**src/rtl/core/assert_macros.svh**
```systemverilog
// Assertion macros for the top-level RTL file; they compile away under synthesis.
`ifndef ASSERT_MACROS_SVH
`define ASSERT_MACROS_SVH
`ifndef SYNTHESIS
`define ASSERT_PROP(label, clk, rst_n, prop, msg) \
  label: assert property (@(posedge clk) disable iff (!rst_n) (prop)) else $error(msg);
`define ASSERT_NEVER(label, clk, rst_n, cond, msg) \
  label: assert property (@(posedge clk) disable iff (!rst_n) !(cond)) else $error(msg);
`else
`define ASSERT_PROP(label, clk, rst_n, prop, msg)
`define ASSERT_NEVER(label, clk, rst_n, cond, msg)
`endif
`endif

```
**src/rtl/core/atbb_pkg.sv**
```systemverilog
// Shared constants and types of the alpha trim bounding box unit.
package atbb_pkg;

  localparam int unsigned MaxDimensionDefault = 4096;
  localparam int unsigned CfgDataW            = 13;
  localparam int unsigned CfgIdxW             = 2;
  localparam int unsigned AlphaW              = 8;

  typedef enum logic [CfgIdxW-1:0] {
    CfgImageWidth   = 2'd0,
    CfgImageHeight  = 2'd1,
    CfgAlphaPresent = 2'd2
  } cfg_idx_e;

  typedef struct packed {
    logic [CfgDataW-1:0] image_width;
    logic [CfgDataW-1:0] image_height;
    logic                alpha_present;
  } cfg_t;

endpackage

```
**src/rtl/core/atbb_tracker.sv**
```systemverilog
// Position counters, visible-pixel box trackers and frame result logic.
module atbb_tracker #(
  parameter int unsigned MaxDimension = atbb_pkg::MaxDimensionDefault,
  parameter int unsigned CountW       = $clog2(MaxDimension)
) (
  input  logic                        clk_i,
  input  logic                        rst_ni,
  input  atbb_pkg::cfg_t              cfg_i,
  input  logic                        accept_i,
  input  logic [atbb_pkg::AlphaW-1:0] alpha_i,
  output logic                        res_valid_o,
  output logic [CountW-1:0]           res_left_o,
  output logic [CountW-1:0]           res_top_o,
  output logic [CountW:0]             res_width_o,
  output logic [CountW:0]             res_height_o
);
  import atbb_pkg::*;

  localparam int unsigned SizeW = CountW + 1;

  function automatic logic [SizeW-1:0] clamp_size(input logic [CfgDataW-1:0] v);
    if (v == '0) begin
      return SizeW'(1);
    end else if (32'(v) > 32'(MaxDimension)) begin
      return SizeW'(MaxDimension);
    end else begin
      return SizeW'(v);
    end
  endfunction

  logic [SizeW-1:0]  w_eff, h_eff;
  logic              last_col, last_row, frame_end, visible;
  logic [CountW-1:0] col_q, col_d, row_q, row_d;
  logic [CountW-1:0] lc_q, lc_d, gc_q, gc_d, lr_q, lr_d, gr_q, gr_d;
  logic [CountW-1:0] lc_u, gc_u, lr_u, gr_u;
  logic              seen_q, seen_d, seen_u;

  assign w_eff     = clamp_size(cfg_i.image_width);
  assign h_eff     = clamp_size(cfg_i.image_height);
  // A counter at or past the last position counts as on it, so a size
  // change mid-frame ends the row or frame there.
  assign last_col  = {1'b0, col_q} >= (w_eff - SizeW'(1));
  assign last_row  = {1'b0, row_q} >= (h_eff - SizeW'(1));
  assign frame_end = accept_i && last_col && last_row;
  assign visible   = cfg_i.alpha_present && (alpha_i != '0);

  always_comb begin
    lc_u   = lc_q;
    gc_u   = gc_q;
    lr_u   = lr_q;
    gr_u   = gr_q;
    seen_u = seen_q;
    if (accept_i && visible) begin
      seen_u = 1'b1;
      if (!seen_q) begin
        lc_u = col_q;
        gc_u = col_q;
        lr_u = row_q;
        gr_u = row_q;
      end else begin
        if (col_q < lc_q) lc_u = col_q;
        if (col_q > gc_q) gc_u = col_q;
        if (row_q < lr_q) lr_u = row_q;
        if (row_q > gr_q) gr_u = row_q;
      end
    end
  end

  always_comb begin
    col_d  = col_q;
    row_d  = row_q;
    lc_d   = lc_u;
    gc_d   = gc_u;
    lr_d   = lr_u;
    gr_d   = gr_u;
    seen_d = seen_u;
    if (accept_i) begin
      if (!last_col) begin
        col_d = col_q + CountW'(1);
      end else begin
        col_d = '0;
        if (!last_row) begin
          row_d = row_q + CountW'(1);
        end else begin
          row_d = '0;
        end
      end
    end
    if (frame_end) begin
      lc_d   = '1;
      gc_d   = '0;
      lr_d   = '1;
      gr_d   = '0;
      seen_d = 1'b0;
    end
  end

  always_ff @(posedge clk_i or negedge rst_ni) begin
    if (!rst_ni) begin
      col_q  <= '0;
      row_q  <= '0;
      lc_q   <= '1;
      gc_q   <= '0;
      lr_q   <= '1;
      gr_q   <= '0;
      seen_q <= 1'b0;
    end else begin
      col_q  <= col_d;
      row_q  <= row_d;
      lc_q   <= lc_d;
      gc_q   <= gc_d;
      lr_q   <= lr_d;
      gr_q   <= gr_d;
      seen_q <= seen_d;
    end
  end

  assign res_valid_o = frame_end;

  always_comb begin
    res_left_o   = '0;
    res_top_o    = '0;
    res_width_o  = '0;
    res_height_o = '0;
    if (!cfg_i.alpha_present) begin
      res_width_o  = w_eff;
      res_height_o = h_eff;
    end else if (seen_u) begin
      res_left_o   = lc_u;
      res_top_o    = lr_u;
      res_width_o  = {1'b0, gc_u} - {1'b0, lc_u} + SizeW'(1);
      res_height_o = {1'b0, gr_u} - {1'b0, lr_u} + SizeW'(1);
    end
  end

endmodule

```
**src/rtl/core/atbb_out_buf.sv**
```systemverilog
// Output register with one skid entry for frame results.
module atbb_out_buf #(
  parameter int unsigned DataW = 50
) (
  input  logic             clk_i,
  input  logic             rst_ni,
  input  logic             in_valid_i,
  input  logic [DataW-1:0] in_data_i,
  output logic             full_o,
  output logic             out_valid_o,
  input  logic             out_stall_i,
  output logic [DataW-1:0] out_data_o
);
  import atbb_pkg::*;

  logic             out_v_q, out_v_d, skid_v_q, skid_v_d;
  logic [DataW-1:0] out_q, out_d, skid_q, skid_d;

  // The skid entry only fills while the output register is held, and the
  // input side is stopped while it is full, so no result is ever dropped.
  always_comb begin
    out_v_d  = out_v_q;
    out_d    = out_q;
    skid_v_d = skid_v_q;
    skid_d   = skid_q;
    if (!out_v_q || !out_stall_i) begin
      if (skid_v_q) begin
        out_v_d  = 1'b1;
        out_d    = skid_q;
        skid_v_d = 1'b0;
      end else begin
        out_v_d = in_valid_i;
        out_d   = in_data_i;
      end
    end else if (in_valid_i) begin
      skid_v_d = 1'b1;
      skid_d   = in_data_i;
    end
  end

  always_ff @(posedge clk_i or negedge rst_ni) begin
    if (!rst_ni) begin
      out_v_q  <= 1'b0;
      skid_v_q <= 1'b0;
    end else begin
      out_v_q  <= out_v_d;
      skid_v_q <= skid_v_d;
    end
  end

  always_ff @(posedge clk_i) begin
    out_q  <= out_d;
    skid_q <= skid_d;
  end

  assign full_o      = skid_v_q;
  assign out_valid_o = out_v_q;
  assign out_data_o  = out_q;

endmodule

```
**src/rtl/core/alpha_trim_bounding_box_unit.sv**
```systemverilog
// Top level of the alpha trim bounding box unit: config registers and datapath.
//
//  channel | direction | handshake              | payload
//  --------+-----------+------------------------+--------------------------------
//  in      | input     | in_valid_i, in_stall_o | alpha_i
//  out     | output    | out_valid_o, out_stall_i | trim_left/top/width/height_o
//  cfg     | input     | cfg_we_i               | cfg_idx_i, cfg_data_i
//
// One pixel is taken per clock while the input is not stalled; counters and trackers are registered.
// A frame result is registered in the output buffer (or its skid entry while the output is stalled).
// Reset clears the counters, empties the trackers and sets width 1, height 1, alpha on.
// The input stalls only while a second result waits behind a stalled output.
`include "assert_macros.svh"
module alpha_trim_bounding_box_unit #(
  parameter int unsigned MaxDimension = atbb_pkg::MaxDimensionDefault,
  parameter int unsigned CountW       = $clog2(MaxDimension)
) (
  input  logic                          clk_i,
  input  logic                          rst_ni,
  input  logic                          cfg_we_i,
  input  logic [atbb_pkg::CfgIdxW-1:0]  cfg_idx_i,
  input  logic [atbb_pkg::CfgDataW-1:0] cfg_data_i,
  input  logic                          in_valid_i,
  output logic                          in_stall_o,
  input  logic [atbb_pkg::AlphaW-1:0]   alpha_i,
  output logic                          out_valid_o,
  input  logic                          out_stall_i,
  output logic [CountW-1:0]             trim_left_o,
  output logic [CountW-1:0]             trim_top_o,
  output logic [CountW:0]               trim_width_o,
  output logic [CountW:0]               trim_height_o
);
  import atbb_pkg::*;

  localparam int unsigned DataW = 4 * CountW + 2;

  cfg_t              cfg_q, cfg_d;
  logic              accept;
  logic              res_valid;
  logic [CountW-1:0] res_left, res_top;
  logic [CountW:0]   res_width, res_height;
  logic [DataW-1:0]  out_data;

  always_comb begin
    cfg_d = cfg_q;
    if (cfg_we_i) begin
      unique case (cfg_idx_e'(cfg_idx_i))
        CfgImageWidth:   cfg_d.image_width   = cfg_data_i;
        CfgImageHeight:  cfg_d.image_height  = cfg_data_i;
        CfgAlphaPresent: cfg_d.alpha_present = cfg_data_i[0];
        default: ;
      endcase
    end
  end

  always_ff @(posedge clk_i or negedge rst_ni) begin
    if (!rst_ni) begin
      cfg_q.image_width   <= CfgDataW'(1);
      cfg_q.image_height  <= CfgDataW'(1);
      cfg_q.alpha_present <= 1'b1;
    end else begin
      cfg_q <= cfg_d;
    end
  end

  assign accept = in_valid_i && !in_stall_o;

  atbb_tracker #(
    .MaxDimension (MaxDimension),
    .CountW       (CountW)
  ) u_tracker (
    .clk_i        (clk_i),
    .rst_ni       (rst_ni),
    .cfg_i        (cfg_q),
    .accept_i     (accept),
    .alpha_i      (alpha_i),
    .res_valid_o  (res_valid),
    .res_left_o   (res_left),
    .res_top_o    (res_top),
    .res_width_o  (res_width),
    .res_height_o (res_height)
  );

  atbb_out_buf #(
    .DataW (DataW)
  ) u_out_buf (
    .clk_i       (clk_i),
    .rst_ni      (rst_ni),
    .in_valid_i  (res_valid),
    .in_data_i   ({res_left, res_top, res_width, res_height}),
    .full_o      (in_stall_o),
    .out_valid_o (out_valid_o),
    .out_stall_i (out_stall_i),
    .out_data_o  (out_data)
  );

  assign {trim_left_o, trim_top_o, trim_width_o, trim_height_o} = out_data;

  `ASSERT_PROP(a_stall_only_behind_result, clk_i, rst_ni, in_stall_o |-> out_valid_o, "input stalled with no result waiting")
  `ASSERT_PROP(a_result_follows_transfer, clk_i, rst_ni, $rose(out_valid_o) |-> $past(in_valid_i && !in_stall_o), "result appeared without an input transfer")
  `ASSERT_NEVER(a_empty_box_all_zero, clk_i, rst_ni, out_valid_o && (trim_width_o == '0) && ((trim_height_o != '0) || (trim_left_o != '0) || (trim_top_o != '0)), "empty box with nonzero fields")

endmodule
```
**config.mk**
```make
export PLATFORM = sky130hd
export DESIGN_NAME = alpha_trim_bounding_box_unit
export DESIGN_NICKNAME = d
export VERILOG_FILES = /design/src/rtl/core/atbb_pkg.sv /design/src/rtl/core/atbb_tracker.sv /design/src/rtl/core/atbb_out_buf.sv /design/src/rtl/core/alpha_trim_bounding_box_unit.sv
export VERILOG_INCLUDE_DIRS = /design/src /design/src/rtl/core
export SDC_FILE = /design/constraint.sdc
export NUM_CORES = 1
export LEC_CHECK = 0
export BUFFER_PORTS_ARGS = -buffer_cell sky130_fd_sc_hd__buf_4
export CAP_MARGIN = 40
export CORE_MARGIN = 2
export CORE_UTILIZATION = 35
export DETAILED_ROUTE_END_ITERATION = 6
export PLACE_DENSITY = 0.56
export SLEW_MARGIN = 20
export SYNTH_ARGS = -nofsm -noshare
export SYNTH_HDL_FRONTEND = slang
export SYNTH_SLANG_ARGS = --single-unit
```
**constraint.sdc**
```tcl
create_clock -name clk_i -period 7.8 [get_ports clk_i]
set_input_delay 0.78 -clock clk_i [delete_from_list [all_inputs] [get_ports clk_i]]
set_output_delay 0.78 -clock clk_i [all_outputs]
set_load 0.02 [all_outputs]
```
==> run metrics <==
status=complete, no violations; Slew Limit Fails=0; fmax=178 MHz; Crit path largest cell delay=0.62 ns; CTS max path bufs=3; most frequent cell after synthesis=ha_1; Tmin final=5.63 ns; Initial DRT Pass Iterations=5; VDD IR-drop max=0.168 mV; synth top area cells=edfxtp_1 (25%), dfrtp_1 (16%), ha_1 (12%); RePlAce Congestion=0.873; Worst Setup End Kind=flop; CP max-delay cell=or4_4; Final ANT Viol Nets=0; total CTS buffers=24; initial core utilization=0.357; # IOs=80; RSZ-0062 raised after global routing=no; core box area=33,700 um2; syn avg cell area=10.6 um2; Cell Pwr Density=341 nW/um2; worst rel slew slack=0.503; number of remaining DRC errors=0; CTS tree=built; H-Tree Depth=1; share of cells above drive strength 1=0.209; Startpoint Class=flop; Post-Syn Area=12,000 um2; setup bufs post-CTS=0; Final Hold Violating Endpoints=0; sequential fraction of the synthesis area=0.465; wire per inst=18.5 um; Clk pin slew, worst setup/hold paths=0.06 ns; Iter 0 DRT Violations=706; Crit Path Class=flop to flop; vias per inst=5.24; syn nets=1,281; synth cell count leaders=ha_1 (120), nand2_1 (109), edfxtp_1 (100); post-DP HPWL=22,200 um; worst slew pin tran=0.744 ns; Congestion Overflow GR=0; via count=8,801; antenna violations before repair=0; HP Class=input port to asynchronous set/reset pin; Yosys warning count=0; Crit path arrival time=5.85 ns; Sink Count=202; Layout fillers=3,274; routed wire length=31,000 um; most used cell along the critical path=a21oi_1; Yosys top cell area share=0.250; port buffer count=79; max cap viols=0; dominant cell type by area after synthesis=edfxtp_1; leak pwr=0.00600 uW; #FFs+latches synth=202; hold buffer count at CTS=0; Total GRT Usage=0.174; worst endpoint required time=8.02 ns; Fin Setup TNS=0 ns; ys flop type=edfxtp_1; crit path max fanout=47; cts repair resizes=0; ANT cells=0; Min Hold Slack=0.173 ns; CTS Root Cell=clkbuf_16; Post-Synthesis Cells=1,131; Cell Chain, Critical Path=or4_4 -> nor4_4 -> a21oi_1 -> or2_2 -> ha_1 -> nor3b_1 -> nand3_1 -> o21ai_0 -> a211o_1 -> ha_1 -> a21o_1 -> a21oi_1 -> o21ai_0 -> a21oi_1 -> nor4_4 -> nand2_2 -> buf_4 -> nor2_4 -> buf_12 -> buf_12; largest net degree at the start of global routing=57; fin crit share=0.722; Area Overhead vs Synth=17.0%; Netlist cell types=72; nets@finish=1,363; Rows=67; Die Span Y=189 um; worst clock skew=0.0116 ns; final setup fails=0; global-route wire length before repair=49,600 um; worst skew pair latency=0.53 ns; async set-or-reset flop fraction in the synthesized netlist=0.505; Die Width=189 um; Die ar.=35,900 um2; number of global-route vias before repair=8,674; number of synthesized flops with an enable pin=100
## kinds of logic (layout without fill, tap and decap cells)
kind of cell	after synthesis	count (layout)	synth area share
AO/OA/AOI/OAI	231	231	0.123
XOR/XNOR	25	25	0.0182
adder cells (fa/ha/maj)	122	122	0.128
buffers and inverters	107	207	0.0371
flip-flops	202	202	0.465
multiplexers	100	100	0.0907
AND/OR/NAND/NOR	344	344	0.139
## per-layer routing
layer,track usage,routed length [um],vias up
li1,-,-,4261
met1,0.269,15900,4265
met2,0.259,13000,235
met3,0.0213,1580,40
met4,0.0370,521,0
met5,0,0,-
## state kept, by name, summed over array words and instances (netlist names)
name	flops
u_out_buf.skid_q	50
u_tracker.row_q	12
cfg_q	27
u_tracker.col_q	12
u_tracker.lc_q	12
u_out_buf.out_valid_o	1
u_tracker.lr_q	12
u_out_buf.full_o	1
u_out_buf.out_data_o	50
u_tracker.gr_q	12
u_tracker.seen_q	1
u_tracker.gc_q	12
## through the flow
stage / std cells / cell area, um2 / util / setup WS (ns) / power [uW]
after global placement: 1628 / 13100 / 0.389 / 1.94 / 3560
final: 1679 / 14100 / 0.418 / 2.17 / 4800
after floorplan: 1131 / 12000 / - / 1.11 / 2970
after global routing: 1679 / 14100 / 0.418 / 1.80 / 5150
after CTS: 1677 / 14000 / 0.416 / 1.79 / 4840
after detailed placement: 1633 / 13200 / 0.391 / 1.81 / 3580
## critical path: cells and delay by family, from the launching register on
kind / cells / cell delay, ns
buffers and inverters: 3 / 0.73
flip-flops: 1 / 0.48
adder cells (fa/ha/maj): 2 / 0.63
AO/OA/AOI/OAI: 7 / 1.00
AND/OR/NAND/NOR: 8 / 2.41
## where the power goes
part	internal [uW]	leakage, uW	switching (uW)
clock	770	0.000424	460
combinational	898	0.00336	1110
sequential	1400	0.00222	168
total	3060	0.00600	1740
## final cells by class
cell class / instances / area [um2] / area share
clock buffer: 31 / 669 / 0.0476
multi-input combinational: 822 / 6020 / 0.428
sequential: 202 / 5590 / 0.397
inverter: 69 / 259 / 0.0184
clock inverter: 13 / 191 / 0.0136
tap: 448 / 561 / 0.0398
timing repair buffer: 94 / 778 / 0.0553
## path summary, 6_finish.rpt
kind	from	endpoint	slack (ns)	cells past startpoint
max	cfg_q[6]	u_out_buf.skid_q[24]	2.17	20
min	rst_ni	cfg_q[16]	0.17	1
min in group clk_i	cfg_data_i[12]	cfg_q[26]	0.49	3
min reg2reg	u_out_buf.skid_q[36]	u_out_buf.out_data_o[36]	0.53	2
max in group asynchronous	rst_ni	u_tracker.lc_q[2]	6.53	3
max reg2reg	cfg_q[6]	u_out_buf.skid_q[24]	2.17	20
## layout by cell type, fill, tap and decap left out, drive strengths merged, types with 15 or more instances in the layout
master  synthesis  final
o21ai          91     91
buf            15     94
dfstp          27     27
nor2           97     97
dfrtp          75     75
nor3           19     19
mux2i          28     28
a21oi          45     45
nand3          16     16
nand2         110    110
mux2           72     72
and2           24     24
nor2b          15     15
xnor2          17     17
clkbuf         23     31
edfxtp        100    100
a21o           18     18
inv            68     68
nand2b         16     16
ha            120    120
Note: power is estimated with default switching activity, not from simulation.
